File: config.mk
export PLATFORM = sky130hd
export DESIGN_NAME = fpa_front
export DESIGN_NICKNAME = d
export VERILOG_FILES = /design/src/hw/rtl/fixed_point_alu_unit_defines.svh /design/src/hw/rtl/fpa_pkg.sv /design/src/hw/rtl/fpa_front.sv
export SDC_FILE = /design/constraint.sdc
export NUM_CORES = 2
export LEC_CHECK = 0
export ABC_AREA = 1
export BUFFER_PORTS_ARGS = -buffer_cell sky130_fd_sc_hd__buf_2
export CAP_MARGIN = 15
export CORE_MARGIN = 4
export CORE_UTILIZATION = 45
export CTS_CLUSTER_DIAMETER = 150
export DETAILED_ROUTE_END_ITERATION = 16
export PLACE_DENSITY = 0.69
export REMOVE_ABC_BUFFERS = 1
export SYNTH_ARGS = -nofsm -noshare
export SYNTH_HDL_FRONTEND = slang
export SYNTH_SLANG_ARGS = --single-unit
File: constraint.sdc
create_clock -name clk -period 7.9 [get_ports clk]
set_clock_uncertainty 0.1 [all_clocks]
set_input_delay 0.395 -clock clk [delete_from_list [all_inputs] [get_ports clk]]
set_output_delay 0.395 -clock clk [all_outputs]
set_load 0.1 [all_outputs]
File: src/hw/rtl/fixed_point_alu_unit_defines.svh
// Assertion macros for the fixed-point ALU.
// Used by the top level; expects clk and rst in the enclosing scope.
`ifndef FIXED_POINT_ALU_UNIT_DEFINES_SVH
`define FIXED_POINT_ALU_UNIT_DEFINES_SVH

// Condition that must hold at every edge outside reset.
`define FPA_ASSERT_ALWAYS(label, cond, msg) \
  label: assert property (@(posedge clk) disable iff (rst) (cond)) else $error(msg);

// Same-cycle implication.
`define FPA_ASSERT_IMPLY(label, ante, cons, msg) \
  label: assert property (@(posedge clk) disable iff (rst) (ante) |-> (cons)) \
    else $error(msg);

`endif

File: src/hw/rtl/fpa_pkg.sv
// Shared constants, opcodes and pipeline payload types for the fixed-point ALU.
// No dependencies.
package fpa_pkg;

  localparam int DATA_W    = 32;
  localparam int FRAC_BITS = 8;
  // magnitude bits of the widened dividend, one divider cell per bit
  localparam int DIV_W     = DATA_W + FRAC_BITS;
  localparam int KIND_W    = 4;

  typedef enum logic [KIND_W-1:0] {
    OP_ADD      = 4'd0,
    OP_SUB      = 4'd1,
    OP_MUL      = 4'd2,
    OP_DIV      = 4'd3,
    OP_GT       = 4'd4,
    OP_LT       = 4'd5,
    OP_GE       = 4'd6,
    OP_LE       = 4'd7,
    OP_EQ       = 4'd8,
    OP_NE       = 4'd9,
    OP_MIN      = 4'd10,
    OP_MAX      = 4'd11,
    OP_INC      = 4'd12,
    OP_DEC      = 4'd13,
    OP_FROM_INT = 4'd14,
    OP_TO_INT   = 4'd15
  } op_t;

  typedef struct packed {
    logic                  is_mul;
    logic                  is_div;
    logic [2*DATA_W-1:0]   prod;
    logic [DATA_W-1:0]     res;
    logic                  flag;
    logic                  dz;
    logic                  neg;
    logic [DIV_W-1:0]      dvd;
    logic [DATA_W-1:0]     dvs;
  } front_t;

  // Payload carried along the divider chain. Non-divide results ride in q.
  typedef struct packed {
    logic                  is_div;
    logic                  dz;
    logic                  neg;
    logic                  flag;
    logic [DATA_W-1:0]     rem;
    logic [DIV_W-1:0]      dvd;
    logic [DATA_W-1:0]     dvs;
    logic [DATA_W-1:0]     q;
  } cell_t;

endpackage

File: src/hw/rtl/fpa_front.sv
// Entry stage: decodes the opcode, computes every result but multiply and divide,
// the full product and the divider operands. Depends on fpa_pkg.
module fpa_front (
  input  logic                                clk,
  input  logic                                rst,
  input  logic                                advance,
  input  logic                                in_valid,
  input  logic [fpa_pkg::KIND_W-1:0]          kind,
  input  logic signed [fpa_pkg::DATA_W-1:0]   operand_a,
  input  logic signed [fpa_pkg::DATA_W-1:0]   operand_b,
  output logic                                out_valid,
  output fpa_pkg::front_t                     out_data
);

  fpa_pkg::op_t                            op;
  fpa_pkg::front_t                         data_next;
  logic signed [2*fpa_pkg::DATA_W-1:0]     prod_c;
  logic signed [fpa_pkg::DATA_W-1:0]       bias;
  logic signed [fpa_pkg::DATA_W-1:0]       biased;
  logic signed [fpa_pkg::DATA_W-1:0]       to_int_c;
  logic [fpa_pkg::DATA_W-1:0]              abs_a;
  logic [fpa_pkg::DATA_W-1:0]              abs_b;
  logic                                    gt;
  logic                                    lt;

  always_comb begin
    op       = fpa_pkg::op_t'(kind);
    prod_c   = (2*fpa_pkg::DATA_W)'(operand_a) * (2*fpa_pkg::DATA_W)'(operand_b);
    gt       = operand_a > operand_b;
    lt       = operand_a < operand_b;
    // round toward zero: bias negatives by one LSB short of the divisor
    bias     = operand_a[fpa_pkg::DATA_W-1]
               ? fpa_pkg::DATA_W'((1 << fpa_pkg::FRAC_BITS) - 1) : '0;
    biased   = operand_a + bias;
    to_int_c = biased >>> fpa_pkg::FRAC_BITS;
    abs_a    = operand_a[fpa_pkg::DATA_W-1] ? fpa_pkg::DATA_W'(-operand_a)
                                            : fpa_pkg::DATA_W'(operand_a);
    abs_b    = operand_b[fpa_pkg::DATA_W-1] ? fpa_pkg::DATA_W'(-operand_b)
                                            : fpa_pkg::DATA_W'(operand_b);

    data_next        = '0;
    data_next.prod   = prod_c;
    data_next.is_mul = (op == fpa_pkg::OP_MUL);
    data_next.is_div = (op == fpa_pkg::OP_DIV);
    data_next.dz     = (op == fpa_pkg::OP_DIV) && (operand_b == '0);
    data_next.neg    = operand_a[fpa_pkg::DATA_W-1] ^ operand_b[fpa_pkg::DATA_W-1];
    data_next.dvd    = fpa_pkg::DIV_W'(abs_a) << fpa_pkg::FRAC_BITS;
    data_next.dvs    = abs_b;

    case (op)
      fpa_pkg::OP_ADD:      data_next.res = operand_a + operand_b;
      fpa_pkg::OP_SUB:      data_next.res = operand_a - operand_b;
      fpa_pkg::OP_GT:       data_next.flag = gt;
      fpa_pkg::OP_LT:       data_next.flag = lt;
      fpa_pkg::OP_GE:       data_next.flag = !lt;
      fpa_pkg::OP_LE:       data_next.flag = !gt;
      fpa_pkg::OP_EQ:       data_next.flag = (operand_a == operand_b);
      fpa_pkg::OP_NE:       data_next.flag = (operand_a != operand_b);
      fpa_pkg::OP_MIN:      data_next.res = lt ? operand_a : operand_b;
      fpa_pkg::OP_MAX:      data_next.res = gt ? operand_a : operand_b;
      fpa_pkg::OP_INC:      data_next.res = operand_a + fpa_pkg::DATA_W'(1);
      fpa_pkg::OP_DEC:      data_next.res = operand_a - fpa_pkg::DATA_W'(1);
      fpa_pkg::OP_FROM_INT: data_next.res = operand_a << fpa_pkg::FRAC_BITS;
      fpa_pkg::OP_TO_INT:   data_next.res = to_int_c;
      default:              data_next.res = '0;
    endcase
  end

  always_ff @(posedge clk) begin
    if (rst) begin
      out_valid <= 1'b0;
    end else if (advance) begin
      out_valid <= in_valid;
    end
    if (advance) begin
      out_data <= data_next;
    end
  end

endmodule

# Word-level counts from Yosys, hierarchy flattened
# Index checks and enable logic that the tools add are counted.
# W data, S select, Z words.
[op_classes] n_reduce_logical=5 add_sub_neg=7 multipliers=1 eq_ne=17 mux=7 n_bitwise=1 magnitude_cmp=2
[ops] op="$pmux W32 S8" count=1
[ops] op="$mul A32 B32 Y64" count=1
[ops] op="$mux W32" count=2
[ops] op="$neg A32 Y32" count=2
[ops] op="$mux W31" count=2
[ops] op="$add A32 B2 Y32 const B" count=1
[ops] op="$add A32 B32 Y32" count=1
[ops] op="$add A32 B9 Y32" count=1
[ops] op="$eq A32 B32 Y1" count=1
[ops] op="$eq A4 B4 Y1 const B" count=8
[ops] op="$gt A32 B32 Y1" count=1
[ops] op="$logic_not A32 Y1" count=1
[ops] op="$lt A32 B32 Y1" count=1
[ops] op="$ne A32 B32 Y1" count=1
[ops] op="$sub A32 B2 Y32 const B" count=1
[ops] op="$sub A32 B32 Y32" count=1
[ops] op="$eq A4 B3 Y1 const B" count=4
[ops] op="$eq A4 B2 Y1 const B" count=2
[ops] op="$mux W8" count=1
[ops] op="$pmux W1 S6" count=1
[ops] op="$eq A4 B1 Y1 const B" count=1
[ops] op="$logic_not A4 Y1" count=1
[ops] op="$logic_not A1 Y1" count=2
[ops] op="$logic_and A1 B1 Y1" count=1
[ops] op="$xor A1 B1 Y1" count=1
[totals] inputBits=72 elab_cells=52 out_inout_bits=174 ff_bits=166

# Depth between registers and ports, before layout
[logic_depth] depth_word=3 mapped_depth=33 ltp_nobuf=31

# Worst setup path after synthesis
# Ideal clock, no wire load.
[synth_path] path_kind="input port to flip-flop" start="input operand_a[31] (netlist bit)" end="register out_data[168] (netlist bit) (data pin)" arrival_ps=7591 path_buffers=3 required_time_ps=7548 cell_stages=31 path_slack_ps=-43 setup_ps=252 path_cell_list="clkbuf_1 > clkbuf_1 > clkbuf_1 > nand2_1 > inv_1 > fa_1 > inv_1 > fa_1 > inv_1 > fa_1 > fa_1 > inv_1 > fa_1 > inv_1 > fa_1 > inv_1 > fa_1 > inv_1 > fa_1 > ha_1 > nand2_1 > nor2_1 > inv_1 > nor2_1 > inv_1 > nor4_1 > inv_1 > nor3_1 > nand2_1 > nand3_1 > nand2_1"
[synth_lines] item="start: declaration" line_no="fpa_front.sv:9" source="input logic signed [fpa_pkg::DATA_W-1:0] operand_a,"
[synth_lines] item="end signal: assignment" line_no="fpa_front.sv:76" source="out_data <= data_next;"
[synth_lines] item="end: declaration" line_no="fpa_front.sv:12" source="output fpa_pkg::front_t out_data"

==> results.ini <==
[global_route]
gr-total-overflow=0
grt_pass1_wl_mm=288
grt_pass1_vias=48100
antenna_found_initial=13
grtUsageTotal_pct=31.7
grt_max_degree=84

[cts]
htreeDepth=4
numCtsBuffers=17
insertion_delay_ns=0.52
cts_tree=yes
clockRootBuffer=clkbuf_16
cts_sinks=166
path_clk_slew_ns=0.09
clk_path_buf_depth=2

[synth]
synth_compound_area_share_pct=5.00
synthArstFlopShare_pct=0
synth-edff-count=165
netlist_area_um2=52200
synth_xor_area_share_pct=2.08
synthTopCellsByCount=1820 x inv_1, 1697 x nand2_1, 1084 x fa_1
synth_top_family_by_area=adder cells
muxShareOfSynthArea_pct=0.0192
synthCells=6759
ys_top_cells_by_area=fa_1 42%, inv_1 13%, nand2_1 12%
ys_warn_count=0
synth-simple-area-share_pct=19.5
synth.distinct_cells=56
yosysTopAreaCell=fa_1
ys_ff_latch=166
yosysTopAreaCellShare_pct=41.5
synth_area_per_cell_um2=7.73
yosysSeqAreaShare_pct=9.52
ys.flop_type=edfxtp_1
synth_adder_area_share_pct=48.4
synth_most_common_cell=inv_1

[critical_path]
start_kind=primary input
critical_path.max_stage_delay_ns=0.57
cpMostUsedCell=fa_1
timing_worst_setup_path_type=primary input to flip-flop
crit_arrival_ns=7.64
crit_buf_inv=7
critical_path_required_ns=8.09
crit_slowest_cell=fa_1
r2r_end=out_valid$_SDFFE_PP0P_
reg2reg_setup_slack_ns=6.64
worst-path-stages=24
cp_cell_sequence=buf_2 > buf_4 > nand2_1 > inv_1 > fa_1 > inv_1 > fa_1 > fa_1 > fa_1 > inv_1 > fa_1 > fa_1 > fa_1 > inv_1 > fa_1 > inv_1 > ha_1 > a21oi_1 > o21ai_0 > a21oi_1 > o21ai_0 > a21oi_1 > o21ai_0 > xor2_1
critPathMaxFanout=18
rr_worst_depth=3
worst_setup_path_end_kind=flip-flop
timing.rr.start=out_valid$_SDFFE_PP0P_
cp_top_family=adder cells

[die]
die_h_um=349
start_util_pct=45.5
coreArea_um2=115000
fp.dieW_um=349
num_rows=124
die_area_um2=122000
io-pin-count=246

[place]
place.gp.congestion=1.05
hpwlAfterDp_mm=160
port_buffers=237

[timing]
period_share_pct=94.3
fmax_mhz=134
hold_viol=0
worstMarginPinSlew_ns=1.05
setup_violations=0
min_period_ns=7.45
setup_tns_ns=0
rsz0062_at_grt=false
relSlewSlack_pct=29.6
maxSlewViolCount=0

[drt]
postRouteAntennaNets=0
drt_iter0_markers=4974
via_per_inst=5.35
wire_per_inst_um=22.1
firstDrtPassIters=7
routed_wl_mm=190
drc=0
vias=45900

[flow_run]
drv.max_cap_violation_count=0

[hold_path]
min_path_cells=4
hold_start=kind[3]
holdPathEnd=out_data[172]$_DFFE_PP_
hp-class=primary input to flip-flop

[status]
status=completed

[final_layout]
n_fill_cell=11100
multi_input_area_um2=39200
nNetsFinal=8491
drive_gt1_share_pct=8.98
area_growth_pct=10.2
regArea_um2=4970

-- worst min-delay path: cells and delay by family --
family | cells | cell delay (ns)
buffers and inverters | 2 | 0.18
AND/OR/NAND/NOR | 2 | 0.11
-- flip-flops by register name, indices dropped and copies added (netlist names) --
register	cells
out_data	165
out_valid	1
-- what timing repair did --
| action | CTS | global route |
|---|---|---|
| endpoints found under the hold margin | 1 | 0 |
| resized for setup | 0 | 0 |
| hold buffers | 2 | 0 |
| setup buffers | 0 | 0 |
-- cell usage in the layout (no fill, tap or decap), types with 3 or more instances in the layout --
cell type  instances
buf_2            236
a31oi_1           30
clkbuf_16         17
a21oi_1          171
buf_12            28
ha_1             288
xnor2_1           28
edfxtp_1         165
nand3b_1          15
o21ai_1            4
o21ai_0          167
or2_2              7
nor2_1           375
inv_6              4
nand4_1           77
inv_8              4
nor3_1            53
diode_2            4
o21a_1             6
nor2_2             9
o31ai_1            3
fa_1            1084
nand2_2            7
clkinv_8           3
inv_1           1820
a21o_1            21
inv_2              5
o21bai_1          16
nor4_1            10
and3_1             4
xor2_1            96
conb_1             8
a21boi_0          11
o211ai_1          24
nand3_1          234
nand2_4            4
nand2_1         1697
buf_4            294
-- stage by stage --
stage | std cells | hold slack (ns) | cell area [um2] | util, % | worst slack (ns)
floorplan | 6467 | 0.367 | 51100 | - | 0.752
global route | 8572 | 0.244 | 57500 | 50.1 | 0.225
detailed placement | 8538 | 0.405 | 56900 | 49.6 | 0.0412
finish | 8576 | 0.221 | 57600 | 50.1 | 0.449
global placement | 8538 | 0.370 | 56900 | 49.6 | 0.0732
CTS | 8572 | 0.185 | 57500 | 50.1 | 0.599
-- cell families (layout without fill, tap and decap cells) --
| group | count (synthesis) | after routing |
|---|---|---|
| adder cells (fa/ha/maj) | 1372 | 1372 |
| AO/OA/AOI/OAI | 466 | 466 |
| multiplexers | 1 | 1 |
| buffers and inverters | 2127 | 2421 |
| flip-flops | 166 | 166 |
| XOR/XNOR | 124 | 124 |
| AND/OR/NAND/NOR | 2502 | 2502 |
| other | 1 | 12 |
-- layer usage --
metal | vias up | global-route usage, % | share of wire, %
li1 | 20300 | - | -
met4 | 8 | 13.6 | 5.1
met2 | 2347 | 50.1 | 45
met5 | - | 0 | 0.031
met1 | 22800 | 42.5 | 40
met3 | 464 | 6.71 | 10
-- how the worst max path moves through the flow --
stage	startpoint	to	slack, ns
6_report	operand_b[12]	out_data[139]$_DFFE_PP_	0.45
5_1_grt	operand_b[7]	out_data[146]$_DFFE_PP_	0.22
4_1_cts	operand_b[12]	out_data[139]$_DFFE_PP_	0.60
3_5_place_dp	operand_b[7]	out_data[146]$_DFFE_PP_	0.04
3_3_place_gp	operand_b[7]	out_data[146]$_DFFE_PP_	0.07
2_1_floorplan	operand_b[2]	out_data[168]$_DFFE_PP_	0.75
-- final cells by class --
class / instances / share of cell area, %
antenna: 4 / 0.0174
inverter: 1828 / 11.9
clock buffer: 17 / 0.739
sequential: 166 / 8.64
clock inverter: 15 / 0.293
multi-input combinational: 4473 / 68.2
tap: 1512 / 3.29
timing repair buffer: 561 / 6.92
Power is left out: the tool's default activity adds up to more than one toggle a clock period on the data nets, which glitch-free logic cannot reach.
