### src/hw/rtl/fixed_point_alu_unit_defines.svh
// Assertion macros for the fixed-point ALU.
// Used by the top level; expects clk and rst in the enclosing scope.
`ifndef FIXED_POINT_ALU_UNIT_DEFINES_SVH
`define FIXED_POINT_ALU_UNIT_DEFINES_SVH

// Condition that must hold at every edge outside reset.
`define FPA_ASSERT_ALWAYS(label, cond, msg) \
  label: assert property (@(posedge clk) disable iff (rst) (cond)) else $error(msg);

// Same-cycle implication.
`define FPA_ASSERT_IMPLY(label, ante, cons, msg) \
  label: assert property (@(posedge clk) disable iff (rst) (ante) |-> (cons)) \
    else $error(msg);

`endif

### src/hw/rtl/fpa_pkg.sv
// Shared constants, opcodes and pipeline payload types for the fixed-point ALU.
// No dependencies.
package fpa_pkg;

  localparam int DATA_W    = 32;
  localparam int FRAC_BITS = 8;
  // magnitude bits of the widened dividend, one divider cell per bit
  localparam int DIV_W     = DATA_W + FRAC_BITS;
  localparam int KIND_W    = 4;

  typedef enum logic [KIND_W-1:0] {
    OP_ADD      = 4'd0,
    OP_SUB      = 4'd1,
    OP_MUL      = 4'd2,
    OP_DIV      = 4'd3,
    OP_GT       = 4'd4,
    OP_LT       = 4'd5,
    OP_GE       = 4'd6,
    OP_LE       = 4'd7,
    OP_EQ       = 4'd8,
    OP_NE       = 4'd9,
    OP_MIN      = 4'd10,
    OP_MAX      = 4'd11,
    OP_INC      = 4'd12,
    OP_DEC      = 4'd13,
    OP_FROM_INT = 4'd14,
    OP_TO_INT   = 4'd15
  } op_t;

  typedef struct packed {
    logic                  is_mul;
    logic                  is_div;
    logic [2*DATA_W-1:0]   prod;
    logic [DATA_W-1:0]     res;
    logic                  flag;
    logic                  dz;
    logic                  neg;
    logic [DIV_W-1:0]      dvd;
    logic [DATA_W-1:0]     dvs;
  } front_t;

  // Payload carried along the divider chain. Non-divide results ride in q.
  typedef struct packed {
    logic                  is_div;
    logic                  dz;
    logic                  neg;
    logic                  flag;
    logic [DATA_W-1:0]     rem;
    logic [DIV_W-1:0]      dvd;
    logic [DATA_W-1:0]     dvs;
    logic [DATA_W-1:0]     q;
  } cell_t;

endpackage

### src/hw/rtl/fpa_back.sv
// Output stage: applies the quotient sign and the zero-divisor rule,
// and holds the result until it is taken. Depends on fpa_pkg.
module fpa_back (
  input  logic                               clk,
  input  logic                               rst,
  input  logic                               advance,
  input  logic                               in_valid,
  input  fpa_pkg::cell_t                     in_data,
  output logic                               out_valid,
  output logic signed [fpa_pkg::DATA_W-1:0]  value,
  output logic                               flag,
  output logic                               div_by_zero
);

  logic [fpa_pkg::DATA_W-1:0] value_next;

  always_comb begin
    if (in_data.dz) begin
      value_next = '0;
    end else if (in_data.is_div && in_data.neg) begin
      value_next = -in_data.q;
    end else begin
      value_next = in_data.q;
    end
  end

  always_ff @(posedge clk) begin
    if (rst) begin
      out_valid <= 1'b0;
    end else if (advance) begin
      out_valid <= in_valid;
    end
    if (advance) begin
      value       <= value_next;
      flag        <= in_data.flag;
      div_by_zero <= in_data.dz;
    end
  end

endmodule

### config.mk
export PLATFORM = sky130hd
export DESIGN_NAME = fpa_back
export DESIGN_NICKNAME = d
export VERILOG_FILES = /design/src/hw/rtl/fixed_point_alu_unit_defines.svh /design/src/hw/rtl/fpa_pkg.sv /design/src/hw/rtl/fpa_back.sv
export SDC_FILE = /design/constraint.sdc
export NUM_CORES = 1
export LEC_CHECK = 0
export ABC_AREA = 1
export BUFFER_PORTS_ARGS = -buffer_cell sky130_fd_sc_hd__buf_2
export CAP_MARGIN = 20
export CORE_MARGIN = 5
export CORE_UTILIZATION = 41
export CTS_BUF_LIST = sky130_fd_sc_hd__clkbuf_4
export DETAILED_ROUTE_END_ITERATION = 12
export PLACE_DENSITY = 0.86
export SLEW_MARGIN = 20
export SYNTH_ARGS = -nofsm -noshare
export SYNTH_HDL_FRONTEND = slang
export SYNTH_SLANG_ARGS = --single-unit
### constraint.sdc
create_clock -name clk -period 1.5 [get_ports clk]
set_input_delay 0.075 -clock clk [delete_from_list [all_inputs] [get_ports clk]]
set_output_delay 0.075 -clock clk [all_outputs]
set_load 0.005 [all_outputs]
# --- Word-level counts from Yosys, hierarchy flattened ---
# Index checks and enable logic that the tools add are counted.
op_classes:
  multipliers: 0
  n_mux: 1
  eq_ne: 0
  addsub: 1
  reduce_logical: 1
  bitwise_logic: 0
  n_shift: 0
  n_lt_le_gt_ge: 0
  div: 0
op_table:
  columns: ["cell", "n"]
  rows:
  - ["32-bit 2-to-1 mux", 1]
  - ["32-bit negator", 1]
  - ["1-bit logical AND", 1]
totals:
  register_bits: 35
  input_bits: 144
  rom_bits: 0
  wordCells: 7
  mem_count: 0
  ramBits: 0
  output_inout_bits: 35
  latch_bits: 0

# --- Depth between registers and ports, before layout ---
# Gate-level depths: netlist (run 1).
depth:
  ltp_word: 2
  depth_mapped: 9

# --- Least setup slack after synthesis (run 1) ---
# OpenSTA, ideal clock, no wires.
synth_path:
  path_kind: "input to register"
  startpoint: "input in_data[0] (netlist name)"
  endpoint: "register value[26] (netlist name) (data pin)"
  setup_time_ns: 0.255
  cell_stages: 9
  path_buffers: 0
  arrival_time_ns: 0.934
  setup_slack_ns: 0.311
  cell_sequence: "inv_1 -> ha_1 -> nand2_1 -> nor2_4 -> nand2_2 -> nand2_4 -> nand3_1 -> nand2_1 -> nor2_1"
synth_between:
  elab_chain_len: 2
synth_rtl:
  columns: ["item", "line_no", "source"]
  rows:
  - ["start, declared", "fpa_back.sv:8", "input fpa_pkg::cell_t in_data,"]
  - ["32-bit negator", "fpa_back.sv:21", "value_next = -in_data.q;"]
  - ["32-bit 2-to-1 mux", "fpa_back.sv:20", "end else if (in_data.is_div && in_data.neg) begin"]
  - ["end signal, assigned", "fpa_back.sv:34", "value <= value_next;"]
  - ["end, declared", "fpa_back.sv:10", "output logic signed [fpa_pkg::DATA_W-1:0] value,"]
# No other way between the ends.
# A chain may end at the register's enable or synchronous reset.

==> reports/metrics.yaml, run 1 <==
cp_slowest_cell: "dlygate4sd3_1"
cts_tree: "built"
setup_viol: 0
cts_hold_buf: 3
chipHeight_microns: 85.1
cp.required_ns: 1.73
rsz0062_at_grt: "no"
hold_viol_final: 0
grtUsageTotal: 0.171
grt_max_degree: 37
cellPowerDensity_mw_per_mm2: 807
core.rowCount: 27
critical_path.startpoint_type: "flop"
overflow: 0
peakVddDrop_mv: 0.354
boundaryPins: 179
totalWireLength_microns: 5870
synth_fp_nets: 446
yosysWarnings: 0
coreArea_sq_mm: 0.00551
crit_path_end_kind: "flop"
p_leak_nw: 1.34
synth-main-ff-cell: "edfxtp_1"
root_buffer: "clkbuf_4"
first_pass_iters: 4
route.antenna.remaining_nets: 0
cp_data_arrival_time_ns: 1.38
timing.fmax_ghz: 0.871
fin_crit_ns: 1.15
synth_seq_cells: 35
die_area_sq_mm: 0.00724
postCtsSetupBuffers: 0
drt-wirelength-per-cell_microns: 12.8
critical-path-top-delay-family: "buffers and inverters"
slowest_delay_ns: 0.55
mappedNetlistArea_sq_mm: 0.00231
cts_made_buffers: 5
grt_pass1_wl_microns: 9910
die_w_microns: 85.1
final_cell_mix: "74 x buf_2, 72 x nor2_1, 67 x nand2_1, 34 x edfxtp_1, 28 x a21oi_1"
drive_gt1_frac: 0.296
cts_resized: 0
syn_avg_cell_area_sq_um: 7.69
drv_cap: 0
clk_path_buf_depth: 2
clk_pin_slew_ns: 0.10
worst-path-buf-inv: 1
io_buffer_count: 74
syn_inst: 301
drt-vias-per-instance: 4.79
worst_pin_slew_ns: 0.254
final_nets: 529
diodes: 0
setup_ws_ns: 0.352
grt_antenna_before_repair: 0
final_common_cell: "buf_2"
path_cells: "mux2i_1 > nor2_1 > dlygate4sd3_1"
critPathMaxFanout: 2
status: "complete, no violations"
skew_ns: 0
seq_area_frac_synth: 0.450
start_util: 0.420
critical_path_class: "reg -> reg"
hold_ws_ns: 0.0616
hp-class: "in -> reg"
clkSinkCount: 35
area.growth.synth_to_final_pct: 24.9
htreeDepth: 2
max_slew_margin: 0.829
drc: 0
min_period_over_period: 0.766
async_flop_share: 0
worstSkewPairLatency_ns: 0.33
gp_congestion: 0.867
preCtsSetupSlack_ns: 0.0880
synth-edff-count: 34
ys_types: 27
drtIter0Drc: 103
finalMaxSlewViolations: 0
dp_hpwl_microns: 4590
grt_pass1_vias: 2199
via_count: 2187
final.setup.tns_ns: 0
==> through the flow <==
step	util	area, sq um	power [mW]	std cells
after CTS	0.525	2890	2.35	457
after global placement	0.506	2780	1.67	446
after detailed placement	0.506	2780	1.68	446
final	0.525	2890	2.33	457
after global routing	0.525	2890	2.46	457
after floorplan	-	2310	1.45	301
==> report_power, final <==
part | internal [mW] | total, mW | switching (mW) | leakage [nW]
Combinational | 0.193 | 0.472 | 0.279 | 0.957
Clock | 0.343 | 0.672 | 0.329 | 0.0426
Sequential | 1.17 | 1.19 | 0.0196 | 0.337
Total | 1.71 | 2.33 | 0.628 | 1.34
==> state kept, by name, indices dropped and copies added, names as in the netlist <==
register     cells
value           32
div_by_zero      1
out_valid        1
flag             1
==> metal layers <==
| layer | vias to the layer above | track usage | wire length [microns] |
|---|---|---|---|
| li1 | 1146 | - | - |
| met1 | 940 | 0.207 | 2590 |
| met2 | 85 | 0.280 | 2660 |
| met3 | 16 | 0.0466 | 441 |
| met4 | 0 | 0.0806 | 181 |
| met5 | - | 0 | 0 |
==> cell usage after synthesis (3+ instances only) <==
cell / instances / share of area
inv_1: 27 / 0.044
o21ai_1: 5 / 0.011
nor3_1: 3 / 0.0065
nand2_2: 8 / 0.022
nor2_1: 72 / 0.12
nor2_4: 4 / 0.019
nand3_1: 18 / 0.039
nand2_4: 8 / 0.039
o21ai_0: 7 / 0.015
a21oi_1: 28 / 0.061
nand2_1: 67 / 0.11
nor2_2: 4 / 0.011
edfxtp_1: 34 / 0.44
==> area by class of cell <==
cell class,instances,area (sq um)
fill,519,2620
clock buffer,5,37.5
sequential,35,1040
multi-input combinational,232,1120
inverter,29,116
tap,72,90.1
timing repair buffer,81,443
clock inverter,3,38.8
==> worst reg2reg max path, delay by kind of cell, from the launching register on <==
| family | cells | cell delay, ns |
|---|---|---|
| buf+inv | 1 | 0.55 |
| flops | 1 | 0.32 |
| mux | 1 | 0.12 |
| simple gates | 1 | 0.05 |
==> final timing paths <==
check | end | from | slack [ns] | cells after the start
worst max-delay path | out_valid$_SDFFE_PP0P_ | out_valid$_SDFFE_PP0P_ | 0.35 | 3
worst min-delay path | value[6]$_SDFFCE_PP0P_ | advance | 0.06 | 1
worst max register to register | out_valid$_SDFFE_PP0P_ | out_valid$_SDFFE_PP0P_ | 0.35 | 3
worst min register to register | out_valid$_SDFFE_PP0P_ | out_valid$_SDFFE_PP0P_ | 1.06 | 3
==> cells by family after synthesis <==
group                    synth area share
AND/OR/NAND/NOR                     0.386
AO/OA/AOI/OAI                      0.0898
flip-flops                          0.450
buffers and inverters              0.0644
multiplexers                      0.00433
adder cells (fa/ha/maj)           0.00541
(Power assumes the default switching activity.)
==> run 2, diff against run 1 <==
Clock period 1.5 ns to 1.1 ns, I/O delays scaled along.
==> reports/metrics.yaml, run 2 (synthesis gave the netlist of run 1 again) <==
drt-vias-per-instance: 4.84  # +1.2%
grt_pass1_vias: 2291  # +4.2%
cellPowerDensity_mw_per_mm2: 1060  # +31%
chipHeight_microns: 85.1  # unchanged
grt_antenna_before_repair: 0  # unchanged
hold_viol_final: 0  # unchanged
drt-wirelength-per-cell_microns: 12.7  # -0.89%
preCtsSetupSlack_ns: -0.220  # -0.308 ns
critPathMaxFanout: 6  # +4
peakVddDrop_mv: 0.649  # +83%
final_nets: 550  # +4.0%
drv_cap: 0  # unchanged
coreArea_sq_mm: 0.00551  # unchanged
io_buffer_count: 74  # unchanged
rsz0062_at_grt: "no"
boundaryPins: 179  # unchanged
final_cell_area_sq_mm: 0.00305  # +5.6%
first_pass_iters: 4  # unchanged
largest_reg_flops: 32  # unchanged
overflow: 0  # unchanged
placed_area_sq_mm: 0.00295  # +5.8%
power_mw: 3.24  # +39%
diodes: 0  # unchanged
grt_max_degree: 37  # unchanged
setup_ws_ns: 0.164  # -0.188 ns
drive_gt1_frac: 0.340  # +0.0438
totalWireLength_microns: 6090  # +3.7%
worst_pin_slew_ns: 0.280  # +0.0258 ns
final_cell_mix: "74 x buf_2, 72 x nor2_1, 66 x nand2_1, 34 x edfxtp_1, 28 x a21oi_1"
area.growth.synth_to_final_pct: 32.0
fin_crit_ns: 0.936
skew_ns: 0  # unchanged
die_w_microns: 85.1  # unchanged
status: "complete, no violations"
htreeDepth: 2  # unchanged
cp.required_ns: 1.22  # -0.51 ns
p_leak_nw: 1.43  # +7.3%
setup_viol: 0  # unchanged
worstSkewPairLatency_ns: 0.34  # about the same
via_count: 2315  # +5.9%
core.rowCount: 27  # unchanged
grtUsageTotal: 0.175  # +0.00466
max_slew_margin: 0.813  # -0.0154
die_area_sq_mm: 0.00724  # unchanged
min_period_over_period: 0.851
cp_data_arrival_time_ns: 1.05  # -0.33 ns
timing.fmax_ghz: 1.07
start_util: 0.420  # unchanged
critical_path.startpoint_type: "input port"
dp_hpwl_microns: 4800  # +4.5%
hp-class: "in -> reg"
final_common_cell: "buf_2"
top_register: "value"
cts_made_buffers: 5  # unchanged
drc: 0  # unchanged
root_buffer: "clkbuf_4"
grt_pass1_wl_microns: 10100  # +2.3%
clk_path_buf_depth: 2  # unchanged
crit_path_end_kind: "flop"
gp_congestion: 0.898  # +3.6%
cts_tree: "built"
finalMaxSlewViolations: 0  # unchanged
clk_pin_slew_ns: 0.11  # about the same
route.antenna.remaining_nets: 0  # unchanged
drtIter0Drc: 125  # +21%
clkSinkCount: 35  # unchanged
r2r_slack_ns: 0.52  # +0.17 ns
critical_path_class: "in -> reg"
run 2: changes by cell type in the layout (fill, tap and decap cells not counted):
cell,previous run,this run
inv_1,27,26
nand2_1,67,66
inv_2,0,1
nand2_2,8,9
ha_2,0,1
ha_1,1,0
buf_4,3,24
run 2: layer usage:
metal / vias up / part of all wire / GRT usage
li1: 1192 / - / -
met1: 1029 / 0.43 / 0.211
met2: 82 / 0.47 / 0.295
met3: 12 / 0.084 / 0.0495
met4: 0 / 0.019 / 0.0691
met5: - / 0 / 0
run 2: area by class of cell:
type	instances	area [sq um]
tap	72	90.1
clock buffer	5	37.5
fill	540	2450
clock inverter	3	38.8
timing repair buffer	102	601
multi-input combinational	232	1130
sequential	35	1040
inverter	29	116
run 2: where the power goes:
part	switching [mW]	internal, mW	leakage (nW)
combinational	0.399	0.306	1.05
sequential	0.0250	1.59	0.337
clock	0.448	0.467	0.0426
total	0.873	2.37	1.43
run 2: what timing repair did:
| item | in CTS | in global routing |
|---|---|---|
| setup buffers | 0 | 0 |
| hold buffers | 3 | 0 |
| resized for setup | 0 | 0 |
| hold endpoints to repair | 2 | 0 |
run 2: final timing paths:
path,start,end,cells after the start
setup reg to reg,out_valid$_SDFFE_PP0P_,out_valid$_SDFFE_PP0P_,2
setup / recovery,in_data[1],value[22]$_SDFFCE_PP0P_,10
hold reg to reg,out_valid$_SDFFE_PP0P_,out_valid$_SDFFE_PP0P_,2
hold / removal,in_data[138],div_by_zero$_DFFE_PP_,2
run 2: metrics by stage:
| step | TNS, ns | utilization | instances | hold WS (ns) |
|---|---|---|---|---|
| floorplan | 0 | - | 301 | 0.127 |
| global placement | -2.78 | 0.535 | 467 | 0.214 |
| detailed placement | -3.55 | 0.535 | 467 | 0.216 |
| CTS | 0 | 0.554 | 478 | 0.0643 |
| global route | 0 | 0.554 | 478 | 0.0724 |
| finish | 0 | 0.554 | 478 | 0.0748 |
run 2: critical path: stages:
cell     delay, ns
buf_2         0.11
inv_1         0.07
ha_2          0.18
nand2_2       0.08
nor2_1        0.14
nand2_1       0.11
nand2_2       0.12
nand3_1       0.08
nand2_1       0.06
nor2_1        0.04
==> run 3, diff against run 2 <==
==> constraint.sdc (replaced) <==
create_clock -name clk -period 1.1 [get_ports clk]
set_input_delay 0.165 -clock clk [delete_from_list [all_inputs] [get_ports clk]]
set_output_delay 0.165 -clock clk [all_outputs]
set_load 0.005 [all_outputs]
==> reports/metrics.yaml, run 3 (synthesis gave the netlist of run 1 again) <==
final_common_cell: "buf_2"
setup_ws_ns: 0.0232  # -0.141 ns
cts_made_buffers: 5  # unchanged
hold_ws_ns: 0.0644  # -0.0104 ns
drv_cap: 0  # unchanged
hold_viol_final: 0  # unchanged
cellPowerDensity_mw_per_mm2: 1050  # -1.1%
die_w_microns: 85.1  # unchanged
clk_pin_slew_ns: 0.13  # +0.02 ns
drt-wirelength-per-cell_microns: 12.8  # +0.77%
via_count: 2354  # +1.7%
drtIter0Drc: 179  # +43%
max_slew_margin: 0.777  # -0.0363
clk_path_buf_depth: 2  # unchanged
slowest_delay_ns: 0.41  # +0.23 ns
rsz0062_at_grt: "yes"
final_nets: 556  # +1.1%
path_cells: "buf_2"
route.antenna.remaining_nets: 0  # unchanged
chipHeight_microns: 85.1  # unchanged
grt_pass1_wl_microns: 10500  # +3.2%
fin_crit_ns: 1.08  # +0.141 ns
boundaryPins: 179  # unchanged
drc: 0  # unchanged
dp_hpwl_microns: 4910  # +2.3%
timing.fmax_ghz: 0.929  # -13%
top_register: "value"
totalWireLength_microns: 6210  # +2.0%
cp_data_arrival_time_ns: 0.91  # -0.14 ns
hp-class: "in -> reg"
core.rowCount: 27  # unchanged
overflow: 0  # unchanged
diodes: 0  # unchanged
critical_path_class: "reg -> out"
root_buffer: "clkbuf_4"
largest_reg_flops: 32  # unchanged
cp.required_ns: 0.94  # -0.28 ns
fillerInstances: 482  # -11%
skew_ns: 0  # unchanged
setup_viol: 0  # unchanged
htreeDepth: 2  # unchanged
finalMaxSlewViolations: 0  # unchanged
die_area_sq_mm: 0.00724  # unchanged
io_buffer_count: 74  # unchanged
p_leak_nw: 1.49  # +4.1%
worstSkewPairLatency_ns: 0.34  # about the same
area.growth.synth_to_final_pct: 36.9
clkSinkCount: 35  # unchanged
register_area_sq_mm: 0.00104  # unchanged
worst_pin_slew_ns: 0.331  # +0.0510 ns
preCtsSetupSlack_ns: -0.273  # -0.0525 ns
coreArea_sq_mm: 0.00551  # unchanged
peakVddDrop_mv: 0.480  # -26%
critical-path-top-delay-family: "flip-flops"
worst-path-buf-inv: 1  # -1
final_cell_mix: "74 x buf_2, 69 x nor2_1, 66 x nand2_1, 34 x edfxtp_1, 29 x buf_4"
grtUsageTotal: 0.180  # +0.00510
drt-vias-per-instance: 4.86  # +0.42%
crit_path_end_kind: "output port"
gp_congestion: 0.953  # +6.1%
start_util: 0.420  # unchanged
status: "complete, no violations"
drive_gt1_frac: 0.369  # +0.0290
critical_path.startpoint_type: "flop"
cp_slowest_cell: "edfxtp_1"
critPathMaxFanout: 1  # -5
grt_antenna_before_repair: 0  # unchanged
cts_tree: "built"
grt_max_degree: 32  # -14%
grt_pass1_vias: 2320  # +1.3%
min_period_over_period: 0.979  # +0.128
first_pass_iters: 4  # unchanged
postCtsSetupBuffers: 0  # unchanged
multiInputGateArea_sq_mm: 0.00116  # +2.9%
[run 3: cell types whose count changed in the layout (fill, tap and decap cells not counted), sizes merged]
cell,previous run,this run
dlygate4sd3,3,2
buf,99,106
[run 3: worst paths after layout]
path                                              start                     end  slack, ns  depth (start not counted)
worst max-delay path            value[29]$_SDFFCE_PP0P_               value[29]       0.02                          1
worst min-delay path                           in_valid  out_valid$_SDFFE_PP0P_       0.06                          3
worst max register to register   out_valid$_SDFFE_PP0P_  out_valid$_SDFFE_PP0P_       0.52                          2
worst min register to register   out_valid$_SDFFE_PP0P_  out_valid$_SDFFE_PP0P_       0.52                          2
[run 3: what timing repair did]
item,in CTS,in global routing
hold buffers,2,0
hold endpoints to repair,2,0
gates resized for setup,0,1
setup endpoints to repair,0,12
[run 3: area by class of cell]
cell class	count	area share
Clock buffer	5	0.0118
Clock inverter	3	0.0138
Inverter	29	0.0399
Multi-Input combinational cell	232	0.367
Sequential cell	35	0.329
Tap cell	72	0.0284
Timing Repair Buffer	108	0.211
[run 3: layer usage]
metal,GRT usage,up-vias,wire [microns]
li1,-,1205,-
met1,0.221,1040,2550
met2,0.296,93,2900
met3,0.0544,16,594
met4,0.0719,0,168
met5,0,-,0
[run 3: per-stage QoR]
step	power, mW	std cells	cell area, sq um	TNS (ns)	util
floorplan	1.99	301	2360	0	-
global placement	2.38	474	3060	-4.96	0.556
detailed placement	2.40	474	3060	-5.77	0.556
CTS	3.35	484	3170	0	0.575
global route	3.52	484	3170	-0.186	0.575
finish	3.33	484	3170	0	0.575
[run 3: report_power, final]
group | total (mW) | internal, mW | switching, mW
registers | 1.62 | 1.59 | 0.0272
logic | 0.751 | 0.335 | 0.415
clock network | 0.954 | 0.478 | 0.477
total | 3.33 | 2.41 | 0.919
