**src/hw/rtl/fixed_point_alu_unit_defines.svh**
```systemverilog
// Assertion macros for the fixed-point ALU.
// Used by the top level; expects clk and rst in the enclosing scope.
`ifndef FIXED_POINT_ALU_UNIT_DEFINES_SVH
`define FIXED_POINT_ALU_UNIT_DEFINES_SVH

// Condition that must hold at every edge outside reset.
`define FPA_ASSERT_ALWAYS(label, cond, msg) \
  label: assert property (@(posedge clk) disable iff (rst) (cond)) else $error(msg);

// Same-cycle implication.
`define FPA_ASSERT_IMPLY(label, ante, cons, msg) \
  label: assert property (@(posedge clk) disable iff (rst) (ante) |-> (cons)) \
    else $error(msg);

`endif

```
**src/hw/rtl/fpa_pkg.sv**
```systemverilog
// Shared constants, opcodes and pipeline payload types for the fixed-point ALU.
// No dependencies.
package fpa_pkg;

  localparam int DATA_W    = 32;
  localparam int FRAC_BITS = 8;
  // magnitude bits of the widened dividend, one divider cell per bit
  localparam int DIV_W     = DATA_W + FRAC_BITS;
  localparam int KIND_W    = 4;

  typedef enum logic [KIND_W-1:0] {
    OP_ADD      = 4'd0,
    OP_SUB      = 4'd1,
    OP_MUL      = 4'd2,
    OP_DIV      = 4'd3,
    OP_GT       = 4'd4,
    OP_LT       = 4'd5,
    OP_GE       = 4'd6,
    OP_LE       = 4'd7,
    OP_EQ       = 4'd8,
    OP_NE       = 4'd9,
    OP_MIN      = 4'd10,
    OP_MAX      = 4'd11,
    OP_INC      = 4'd12,
    OP_DEC      = 4'd13,
    OP_FROM_INT = 4'd14,
    OP_TO_INT   = 4'd15
  } op_t;

  typedef struct packed {
    logic                  is_mul;
    logic                  is_div;
    logic [2*DATA_W-1:0]   prod;
    logic [DATA_W-1:0]     res;
    logic                  flag;
    logic                  dz;
    logic                  neg;
    logic [DIV_W-1:0]      dvd;
    logic [DATA_W-1:0]     dvs;
  } front_t;

  // Payload carried along the divider chain. Non-divide results ride in q.
  typedef struct packed {
    logic                  is_div;
    logic                  dz;
    logic                  neg;
    logic                  flag;
    logic [DATA_W-1:0]     rem;
    logic [DIV_W-1:0]      dvd;
    logic [DATA_W-1:0]     dvs;
    logic [DATA_W-1:0]     q;
  } cell_t;

endpackage

```
**src/hw/rtl/fpa_div_cell.sv**
```systemverilog
// One cell of the divider chain: a restoring step producing one quotient bit.
// Items that are not divides pass through unchanged. Depends on fpa_pkg.
module fpa_div_cell (
  input  logic             clk,
  input  logic             rst,
  input  logic             advance,
  input  logic             in_valid,
  input  fpa_pkg::cell_t   in_data,
  output logic             out_valid,
  output fpa_pkg::cell_t   out_data
);

  fpa_pkg::cell_t                  data_next;
  logic [fpa_pkg::DATA_W+1:0]      trial;
  logic                            fits;

  always_comb begin
    // remainder < divisor <= 2^31, so shifted remainder fits DATA_W+1 bits
    trial = {1'b0, in_data.rem, in_data.dvd[fpa_pkg::DIV_W-1]}
            - {2'b00, in_data.dvs};
    fits  = !trial[fpa_pkg::DATA_W+1];

    data_next = in_data;
    if (in_data.is_div) begin
      data_next.dvd = in_data.dvd << 1;
      data_next.rem = fits ? trial[fpa_pkg::DATA_W-1:0]
                           : {in_data.rem[fpa_pkg::DATA_W-2:0],
                              in_data.dvd[fpa_pkg::DIV_W-1]};
      // only the low quotient bits survive the final wrap
      data_next.q   = {in_data.q[fpa_pkg::DATA_W-2:0], fits};
    end
  end

  always_ff @(posedge clk) begin
    if (rst) begin
      out_valid <= 1'b0;
    end else if (advance) begin
      out_valid <= in_valid;
    end
    if (advance) begin
      out_data <= data_next;
    end
  end

endmodule

```
**config.mk**
```make
export PLATFORM = sky130hd
export DESIGN_NAME = fpa_div_cell
export DESIGN_NICKNAME = d
export VERILOG_FILES = /design/src/hw/rtl/fixed_point_alu_unit_defines.svh /design/src/hw/rtl/fpa_pkg.sv /design/src/hw/rtl/fpa_div_cell.sv
export SDC_FILE = /design/constraint.sdc
export NUM_CORES = 1
export LEC_CHECK = 0
export BUFFER_PORTS_ARGS = -buffer_cell sky130_fd_sc_hd__buf_2
export CAP_MARGIN = 20
export CORE_MARGIN = 2
export CORE_UTILIZATION = 45
export DETAILED_ROUTE_END_ITERATION = 7
export GPL_ROUTABILITY_DRIVEN = 0
export MAX_ROUTING_LAYER = met4
export PLACE_DENSITY = 0.77
export SETUP_SLACK_MARGIN = 0.15
export SYNTH_ARGS = -nofsm -noshare
export SYNTH_HDL_FRONTEND = slang
export SYNTH_SLANG_ARGS = --single-unit
```
**constraint.sdc**
```tcl
create_clock -name clk -period 2.9 [get_ports clk]
set_input_delay 0.435 -clock clk [delete_from_list [all_inputs] [get_ports clk]]
set_output_delay 0.435 -clock clk [all_outputs]
set_load 0.005 [all_outputs]
```
**After elaboration in Yosys (flattened, before gate mapping)**

Cells that the tools add are included.

- Input port bits: 144
- Logic and storage cells: 15
- Bits in registers: 141

- $add $sub $neg: 1
- Reduce and logical (&&, ||, !) cells: 1
- Multiplexer cells: 3

Operators with widths:

| kind | count |
|---|---|
| 2-to-1 mux 72 bit | 1 |
| 2-to-1 mux 32 bit | 2 |
| subtractor 33 x 32 -> 34 bit | 1 |
| logical NOT 1 bit | 1 |

**Longest topological paths before layout**

Gate-level depths: netlist (run 1).

- Depth after elaboration: 3
- Mapped depth: 14
- Mapped depth without buffers: 12

**Worst setup path before layout (run 1)**

Ideal clock, no wire load.

- Kind: in2reg
- From: input in_data[103] in the netlist's numbering
- To: register out_data[132] in the netlist's numbering, data pin
- Cell stages on the path: 12
- Library setup time: 146 ps
- Path slack: 136 ps
- Data required time: 2,754 ps
- Data arrival time: 2,618 ps
- Cell sequence: inv_1 -> ha_1 -> fa_1 -> nor2b_1 -> o2111ai_1 -> a21oi_1 -> o211ai_1 -> a41oi_2 -> o21ai_0 -> and3_1 -> o31a_1 -> a21oi_1

RTL lines:

| what | line | source |
|---|---|---|
| start, declared | fpa_div_cell.sv:8 | `input fpa_pkg::cell_t in_data,` |
| end signal, assigned | fpa_div_cell.sv:41 | `out_data <= data_next;` |
| end, declared | fpa_div_cell.sv:10 | `output fpa_pkg::cell_t out_data` |

==> impl_metrics.tcl, run 1 <==
set metrics [dict create \
    crit_required_ps 3070 \
    synth_compound_area_share_pct 13.3 \
    grt_setup_unrepaired "no" \
    vdd_drop_max_mv 0.382 \
    start_util_pct 46.1 \
    ys_seq_elements 141 \
    rr_endpoint "out_valid$_SDFFE_PP0P_" \
    vias 6512 \
    p_leak_uw 0.00459 \
    cp-endpoint "out_data[130]$_DFFE_PP_" \
    fin_util_pct 62.7 \
    synthAdderAreaFrac_pct 5.48 \
    yosys.area_share.simple_pct 9.33 \
    viasPerCell 5.23 \
    cts-buffers-inserted 17 \
    nets 1185 \
    p_seq_share_pct 41.9 \
    synth_mux_area_share_pct 10.7 \
    grt_pass1_wl_um 32300 \
    postSynth.asyncResetShare_pct 0 \
    first_global_vias 6232 \
    remaining_drc_errors 0 \
    status "completed" \
    p_total_uw 6040 \
    antenna_left 0 \
    drive_gt1_share_pct 45.7 \
    coreArea_um2 16600 \
    syn_to_final_growth_pct 36.0 \
    synth_top_family_by_area "compound AO/OA/AOI/OAI gates" \
    synthDistinctLibCells 54 \
    clock_path_buffers 2 \
    slew-limit-headroom_pct 66.0 \
    cp-startpoint "in_data[103]" \
    finalCritPeriodShare_pct 91.1 \
    powerDensity_nw_per_um2 578 \
    path_cells "buf_2 > inv_1 > ha_1 > fa_2 > nor2b_2 > o2111ai_2 > a21oi_2 > o211ai_1 > a41oi_2 > buf_4 > o21ai_0 > xor2_1 > o21ai_1 > mux2_2" \
    min_path_type "input port to flop" \
    synthXorXnorAreaFrac_pct 2.17 \
    firstDrtPassIters 6 \
    ys_warn_count 0 \
    wl_met2_um 10500 \
    met3WireLength_um 1390 \
    wl_um 21500 \
    switching_power_uw 1660 \
    wire_per_inst_um 17.3 \
    ios 285 \
    power_frac_comb_pct 20.6 \
    holdWs_ps 157 \
    netSwitchingFraction_pct 27.5 \
    syn_nets 848 \
    layout_commonest_cell "buf_2" \
    end_kind "flop" \
    slew_violations 0 \
    crit_path_start_kind "input port" \
    synth.avg_cell_area_um2 11.4 \
    r2r-start "out_valid$_SDFFE_PP0P_" \
    synth_top_flop_cell "edfxtp_1" \
    gr-usage-all-layers_pct 23.8 \
    synth_edf_count 140 \
    finClkSkew_ps 0 \
    cts-root-buf "clkbuf_16" \
    cp_max_fo 4 \
    arrival_ps 2810 \
    setup_viol 0 \
    syn-cell-area_um2 7670 \
    hpwl_um 16400 \
    worstSetupPathType "input port to flop" \
    drt_iter0_markers 465 \
    top_layer_used "met4" \
    die-area_um2 18100 \
    final_cell_mix "buf_2 (282), edfxtp_1 (140), mux2_2 (71)" \
    clock-sinks 141 \
    insertion_delay_ps 420 \
    post-route-min-period_ps 2640 \
    yosysSeqAreaShare_pct 55.1 \
    antenna_found_initial 3 \
    cts_htree_levels 4 \
    rrSetupSlack_ps 2320 \
    cts_tree "done" \
    overflow 0 \
    grt_max_degree 71 \
    clk_pin_slew_ps 60 \
    critPathMaxStageDelay_ps 300 \
    reg2reg_depth 2 \
    die_w_um 135 \
    cp_slowest_cell "o211ai_1" \
    tightest_slew_ps 497 \
    drv_cap 0 \
    fp.dieH_um 135 \
    internal-power_uw 4380 \
    syn_inst 671 \
    wl_met1_um 9010 \
    io_buffers 284 \
    finalHoldViolCount 0 \
    p_clk_share_pct 37.5 \
    rows 47 \
    max_freq_mhz 378 \
]
[critical path: cells and delay by family]
family	cells	cell delay, ps
AOI/OAI and AO/OA	6	1040
xor gates and xnor gates	1	170
and+or+nand+nor	1	50
buffers and inverters	3	350
muxes	1	260
adders and majority gates	2	490
[cell type report]
| type | instances | area, um^2 |
|---|---|---|
| fill | 1338 | 6210 |
| sequential | 141 | 4220 |
| multi-input combinational | 454 | 3180 |
| timing repair buffer | 350 | 1980 |
| clock buffer | 18 | 429 |
| tap | 220 | 275 |
| clock inverter | 14 | 178 |
| inverter | 44 | 165 |
| antenna | 3 | 7.51 |
[power groups by stage]
stage	combinational, uW	clock, uW	sequential, uW
global route	1370	2380	2540
finish	1240	2260	2530
CTS	1240	2300	2530
global placement	1200	0	2570
floorplan	587	0	2590
detailed placement	1230	0	2570
[worst min path at each step]
stage | startpoint | endpoint | slack [ps] | depth (start not counted)
floorplan | out_valid$_SDFFE_PP0P_ | out_valid$_SDFFE_PP0P_ | 480 | 2
global placement | out_valid$_SDFFE_PP0P_ | out_valid$_SDFFE_PP0P_ | 470 | 2
detailed placement | out_valid$_SDFFE_PP0P_ | out_valid$_SDFFE_PP0P_ | 490 | 2
CTS | rst | out_valid$_SDFFE_PP0P_ | 140 | 2
global route | rst | out_valid$_SDFFE_PP0P_ | 160 | 2
finish | rst | out_valid$_SDFFE_PP0P_ | 160 | 2
[synthesized netlist by cell type (all sizes together) (3+ instances only)]
cell,number,share of area [%]
o21ai,33,2.2
edfxtp,140,55
clkbuf,18,0.88
nand3b,4,0.39
o2111ai,4,0.46
a21o,7,0.68
nand2,47,2.3
a21oi,68,4.4
or3,3,0.24
xor2,5,0.57
inv,44,2.2
o21a,7,0.68
o31ai,5,0.49
o21bai,4,0.39
mux2,71,10
ha,32,5.2
nor2,68,3.3
a211oi,5,0.49
nor3,6,0.39
and3,6,0.49
nor2b,5,0.41
xnor2,14,1.6
a31oi,16,1.3
nand3,12,0.78
buf,14,0.96
[flip-flops by register name, indices dropped and copies added, names as in the netlist]
register,count
out_data,140
out_valid,1
[kinds of logic after synthesis]
group | count (synthesis)
AOI/OAI and AO/OA | 167
and+or+nand+nor | 162
DFF | 141
buffers and inverters | 76
muxes | 73
adders and majority gates | 33
xor gates and xnor gates | 19
[what timing repair did]
item	4_1_cts	5_1_grt
gates resized for setup	5	5
hold buffers	0	0
hold endpoints to repair	0	0
setup endpoints to repair	4	8
buffers inserted	1	1
pin swaps	4	2
[stage by stage]
stage	cell area, um^2	setup TNS [ps]	cells	worst slack (ps)
floorplan	7680	0	671	156
global route	10400	0	1244	148
CTS	10400	0	1240	199
detailed placement	9770	-2980	1207	-396
finish	10400	0	1244	257
global placement	9770	-2370	1207	-343
[layer usage]
layer	vias up	GRT usage (%)
met3	35	5.78
met5	-	-
met1	3050	29.0
met2	251	39.0
li1	3176	-
met4	0	8.48
No activity file was read; power rests on OpenSTA's default activity.
==> run 2, diff against run 1 <==
--- a/config.mk
+++ b/config.mk
@@ -13,7 +13,9 @@
 export GPL_ROUTABILITY_DRIVEN = 0
 export MAX_ROUTING_LAYER = met4
 export PLACE_DENSITY = 0.77
+export REMOVE_ABC_BUFFERS = 1
 export SETUP_SLACK_MARGIN = 0.15
+export SLEW_MARGIN = 25
 export SYNTH_ARGS = -nofsm -noshare
 export SYNTH_HDL_FRONTEND = slang
 export SYNTH_SLANG_ARGS = --single-unit
==> run 2 against run 1 <==
Net effect:
- global-route usage down 1.6 points
- maximum frequency grew 2.4%
- clock-buffer cell count unchanged
- worst hold slack improved by 5.0 ps
- first-iteration DRC count shrank 21%
==> impl_metrics.tcl, run 2 (synthesized netlist as in run 1, its figures left out) <==
set metrics [dict create \
    clock_path_buffers 2 \
    finalHoldViolCount 0 \
    nets 1175 \
    finClkSkew_ps 0 \
    io_buffers 284 \
    drv_cap 0 \
    arrival_ps 2740 \
    fin_ws_ps 317 \
    crit_required_ps 3060 \
    vdd_drop_max_mv 0.392 \
    netSwitchingFraction_pct 27.6 \
    rows 47 \
    power_frac_comb_pct 21.0 \
    start_util_pct 46.1 \
    holdWs_ps 162 \
    grt_pass1_wl_um 30600 \
    seq_area_um2 4220 \
    grt_setup_unrepaired "no" \
    tightest_slew_ps 384 \
    largest-register "out_data" \
    coreArea_um2 16600 \
    final_cell_mix "buf_2 (282), edfxtp_1 (140), mux2_2 (71)" \
    p_seq_share_pct 43.6 \
    largestRegisters "out_data x140, out_valid x1" \
    use_met3_pct 3.04 \
    top_usage_layer "met2" \
    viasPerCell 5.19 \
    internal-power_uw 4190 \
    crit_path_start_kind "input port" \
    ios 285 \
    firstDrtPassIters 4 \
    holdBufCountCts 0 \
    syn_to_final_growth_pct 34.3 \
    finalNonFillerCells 1231 \
    switching_power_uw 1590 \
    largest_reg_flops 140 \
    drt_iter0_markers 367 \
    layout_commonest_cell "buf_2" \
    antenna_cells 0 \
    hpwl_um 15400 \
    min_path_type "input port to flop" \
    crit_path_frequent_cell "buf_4" \
    cts-root-buf "clkbuf_16" \
    clock-sinks 141 \
    antenna_found_initial 0 \
    die-area_um2 18100 \
    max_freq_mhz 387 \
    fp.dieH_um 135 \
    drive_gt1_share_pct 45.0 \
    overflow 0 \
    p_clk_share_pct 35.4 \
    grt_max_degree 66 \
    insertion_delay_ps 420 \
    multi_input_area_um2 3170 \
    use_met2_pct 38.6 \
    wire_per_inst_um 16.2 \
    end_kind "flop" \
    cp_max_fo 3 \
    clk_pin_slew_ps 70 \
    worstSetupPathType "input port to flop" \
    post-route-min-period_ps 2580 \
    cts_htree_levels 4 \
    gr-usage-met1_pct 26.5 \
    path_buf_inv 5 \
    finalCritPeriodShare_pct 89.1 \
    setup_viol 0 \
    p_leak_uw 0.00451 \
    gr-usage-all-layers_pct 22.2 \
    antenna_left 0 \
    status "completed" \
    first_global_vias 6247 \
    fill_cells 1389 \
    cp_slowest_cell "fa_2" \
    path_cells "buf_2 > inv_1 > ha_2 > fa_2 > nor2b_2 > o2111ai_2 > a21oi_2 > o211ai_1 > a41oi_2 > buf_4 > buf_4 > buf_4 > o21a_1 > nor3_2 > a21oi_1 > a21oi_1" \
    place_ws_ps -365 \
    powerDensity_nw_per_um2 561 \
    slew-limit-headroom_pct 73.8 \
    wl_um 19900 \
    remaining_drc_errors 0 \
    cp_top_family "compound AO/OA/AOI/OAI gates" \
    die_w_um 135 \
    critPathMaxStageDelay_ps 360 \
    vias 6383 \
    cts-buffers-inserted 17 \
    fin_util_pct 61.9 \
    placed_cells 1196 \
    slew_violations 0 \
    cts_tree "done" \
]
==> run 2: changes by cell type in the layout (fill, tap and decap cells not counted), moves of 2 or more <==
cell | previous run | this run
bufinv_16 | 2 | 0
inv_8 | 3 | 1
inv_6 | 4 | 6
clkinvlp_4 | 2 | 4
diode_2 | 3 | 0
o21ai_2 | 2 | 0
buf_4 | 63 | 52
==> run 2: layout make-up <==
cell class | count | share of cell area (%)
clock inverters | 14 | 1.24
clock buffers | 18 | 4.17
inverters | 44 | 1.60
repair buffers | 340 | 18.6
well taps | 220 | 2.67
multi-input cells | 454 | 30.8
flip-flops and latches | 141 | 41.0
==> run 2: worst paths after layout <==
check        slack (ps)  depth (start not counted)                    from                       to
max                 320                         16            in_data[103]  out_data[124]$_DFFE_PP_
min                 160                          2                     rst   out_valid$_SDFFE_PP0P_
max reg2reg        2310                          2  out_valid$_SDFFE_PP0P_   out_valid$_SDFFE_PP0P_
min reg2reg         500                          2  out_valid$_SDFFE_PP0P_   out_valid$_SDFFE_PP0P_
==> run 2: per-stage QoR <==
stage	total power, uW	area (um^2)	setup TNS [ps]
2_1_floorplan	3140	7530	-13920
3_3_place_gp	3740	9700	-1150
3_5_place_dp	3760	9700	-2270
4_1_cts	5830	10300	0
5_1_grt	6060	10300	0
6_report	5780	10300	0
==> run 2: power by group through the flow <==
stage / combinational (uW) / clock, uW / sequential (uW)
after floorplan: 547 / 0 / 2590
after CTS: 1220 / 2100 / 2520
after global placement: 1180 / 0 / 2560
after detailed placement: 1200 / 0 / 2560
final: 1220 / 2050 / 2520
after global routing: 1340 / 2180 / 2540
==> run 2: timing repair <==
item                                    4_1_cts  5_1_grt
resized for setup                             0        8
pin swaps                                     1        3
cloned                                        0        0
endpoints found under the setup margin        4        9
buffers inserted                              2        1
==> run 2: per-layer routing <==
layer	share of wire (%)	vias up
met5	0	-
met4	1.8	0
met3	5.0	27
met2	51	214
met1	42	3009
li1	-	3133
==> run 3, diff against run 2 <==
--- a/config.mk
+++ b/config.mk
@@ -7,12 +7,14 @@
 export LEC_CHECK = 0
 export BUFFER_PORTS_ARGS = -buffer_cell sky130_fd_sc_hd__buf_2
 export CAP_MARGIN = 20
+export CELL_PAD_IN_SITES_DETAIL_PLACEMENT = 0
+export CELL_PAD_IN_SITES_GLOBAL_PLACEMENT = 1
 export CORE_MARGIN = 2
-export CORE_UTILIZATION = 45
+export CORE_UTILIZATION = 38
 export DETAILED_ROUTE_END_ITERATION = 7
 export GPL_ROUTABILITY_DRIVEN = 0
 export MAX_ROUTING_LAYER = met4
-export PLACE_DENSITY = 0.77
+export PLACE_DENSITY_LB_ADDON = 0.1
 export REMOVE_ABC_BUFFERS = 1
 export SETUP_SLACK_MARGIN = 0.15
 export SLEW_MARGIN = 25
==> constraint.sdc (replaced) <==
create_clock -name clk -period 2.8 [get_ports clk]
set_input_delay 0.42 -clock clk [delete_from_list [all_inputs] [get_ports clk]]
set_output_delay 0.42 -clock clk [all_outputs]
set_load 0.005 [all_outputs]
==> run 3 against run 2 <==
Net effect:
- non-clock buffer count rose by 35
- highest routed layer unchanged
- largest power group unchanged
- die area rose by 18%
- total power rose by 6.5%
- sequential power rose by 4%
- final area rose by 4.3%
- worst hold slack got worse by 19 ps
- critical path type unchanged
- combinational power rose by 11%
- setup slack got worse by 110 ps
- clock-buffer cell count fell by 1
==> impl_metrics.tcl, run 3 (synthesized netlist as in run 1, its figures left out) <==
set metrics [dict create \
    status "completed" \
    post-route-min-period_ps 2600 \
    grt_setup_unrepaired "yes" \
    holdWs_ps 143 \
    coreArea_um2 19700 \
    drive_gt1_share_pct 47.7 \
    cts_htree_levels 4 \
    tightest_slew_ps 532 \
    setup_viol 0 \
    final_cell_mix "buf_2 (281), edfxtp_1 (140), buf_4 (85)" \
    grt_max_degree 79 \
    largest_reg_flops 140 \
    rows 51 \
    vias 6495 \
    crit_required_ps 2980 \
    drv_cap 0 \
    arrival_ps 2770 \
    die-area_um2 21300 \
    wl_um 22100 \
    vdd_drop_max_mv 0.413 \
    gr-usage-all-layers_pct 20.6 \
    holdBufCountCts 0 \
    layout_commonest_cell "buf_2" \
    cts-root-buf "clkbuf_16" \
    powerDensity_nw_per_um2 573 \
    crit_path_start_kind "input port" \
    die_w_um 146 \
    syn_to_final_growth_pct 40.1 \
    slew_violations 0 \
    clock-sinks 141 \
    nets 1210 \
    overflow 0 \
    cts_tree "done" \
    max_freq_mhz 385 \
    cp_max_fo 16 \
    first_global_vias 6427 \
    p_leak_uw 0.00471 \
    end_kind "flop" \
    hpwl_um 17100 \
    start_util_pct 39.0 \
    slew-limit-headroom_pct 64.5 \
    largestRegisters "out_data x140, out_valid x1" \
    p_total_uw 6160 \
    finalCritPeriodShare_pct 92.7 \
    antenna_left 0 \
    worstSetupPathType "input port to flop" \
    cts-buffers-inserted 17 \
    io_buffers 284 \
    ios 285 \
    remaining_drc_errors 0 \
    clk_pin_slew_ps 70 \
    largest-register "out_data" \
    firstDrtPassIters 4 \
    finalHoldViolCount 0 \
    fin_tns_setup_ps 0 \
    grt_pass1_wl_um 33900 \
    insertion_delay_ps 420 \
    min_path_type "input port to flop" \
    clock_path_buffers 2 \
    fp.dieH_um 146 \
    finClkSkew_ps 0 \
    antenna_found_initial 1 \
    drt_iter0_markers 341 \
    fin_util_pct 54.7 \
    wire_per_inst_um 16.8 \
    viasPerCell 4.95 \
]
## run 3: cell count changes in the layout (fill, tap and decap cells not counted), sizes merged
| cell | before | now |
|---|---|---|
| inv | 51 | 53 |
| clkinvlp | 4 | 2 |
| buf | 340 | 374 |
| diode | 0 | 1 |
| clkinv | 3 | 4 |
## run 3: per-stage QoR
stage / setup WS, ps / area [um^2] / std cells
2_1_floorplan: -669 / 7530 / 639
3_3_place_gp: -481 / 10000 / 1274
3_5_place_dp: -502 / 10000 / 1274
4_1_cts: 184 / 10600 / 1306
5_1_grt: 131 / 10700 / 1312
6_report: 204 / 10700 / 1312
## run 3: critical path: stages
cell and delay (ps):
buf_2 120, inv_1 100, ha_4 220, a21o_1 220
a31oi_4 190, a21oi_2 90, o31a_1 390, o211ai_2 200
and3_4 310, buf_12 170, o21ai_1 70, mux2_2 260
## run 3: area by class of cell
cell class              instances  area [um^2]
flip-flops and latches        141         4220
inverters                      44          165
repair buffers                375         2200
well taps                     265          332
clock buffers                  17          425
clock inverters                15          145
multi-input cells             454         3250
diodes                          1         2.50
fillers                      1788         8910
## run 3: path summary, 6_finish.rpt
check / startpoint / endpoint / slack, ps / cells after the start
min: rst / out_valid$_SDFFE_PP0P_ / 140 / 2
min reg2reg: out_valid$_SDFFE_PP0P_ / out_valid$_SDFFE_PP0P_ / 500 / 2
max: in_data[36] / out_data[130]$_DFFE_PP_ / 200 / 12
max reg2reg: out_valid$_SDFFE_PP0P_ / out_valid$_SDFFE_PP0P_ / 2220 / 2
## run 3: what timing repair did
item                                    4_1_cts  5_1_grt
cloned                                        0        1
pin swaps                                     2        9
resized for setup                             9       15
setup buffers                                 0        4
endpoints found under the setup margin        6       26
## run 3: layer usage
metal  up-vias  part of all wire (%)  wire length (um)  GRT usage [%]
met4         0                  0.99               218           4.85
met3        15                   5.9              1310           5.13
met1      3080                    43              9510           24.9
met2       199                    50             11000           34.7
li1       3201                     -                 -              -
met5         -                     0                 0              -
## run 3: power breakdown
part	total, uW	leakage, uW	internal [uW]	switching, uW
Combinational	1350	0.00306	666	684
Sequential	2610	0.00138	2560	50.3
Clock	2200	0.000277	1180	1010
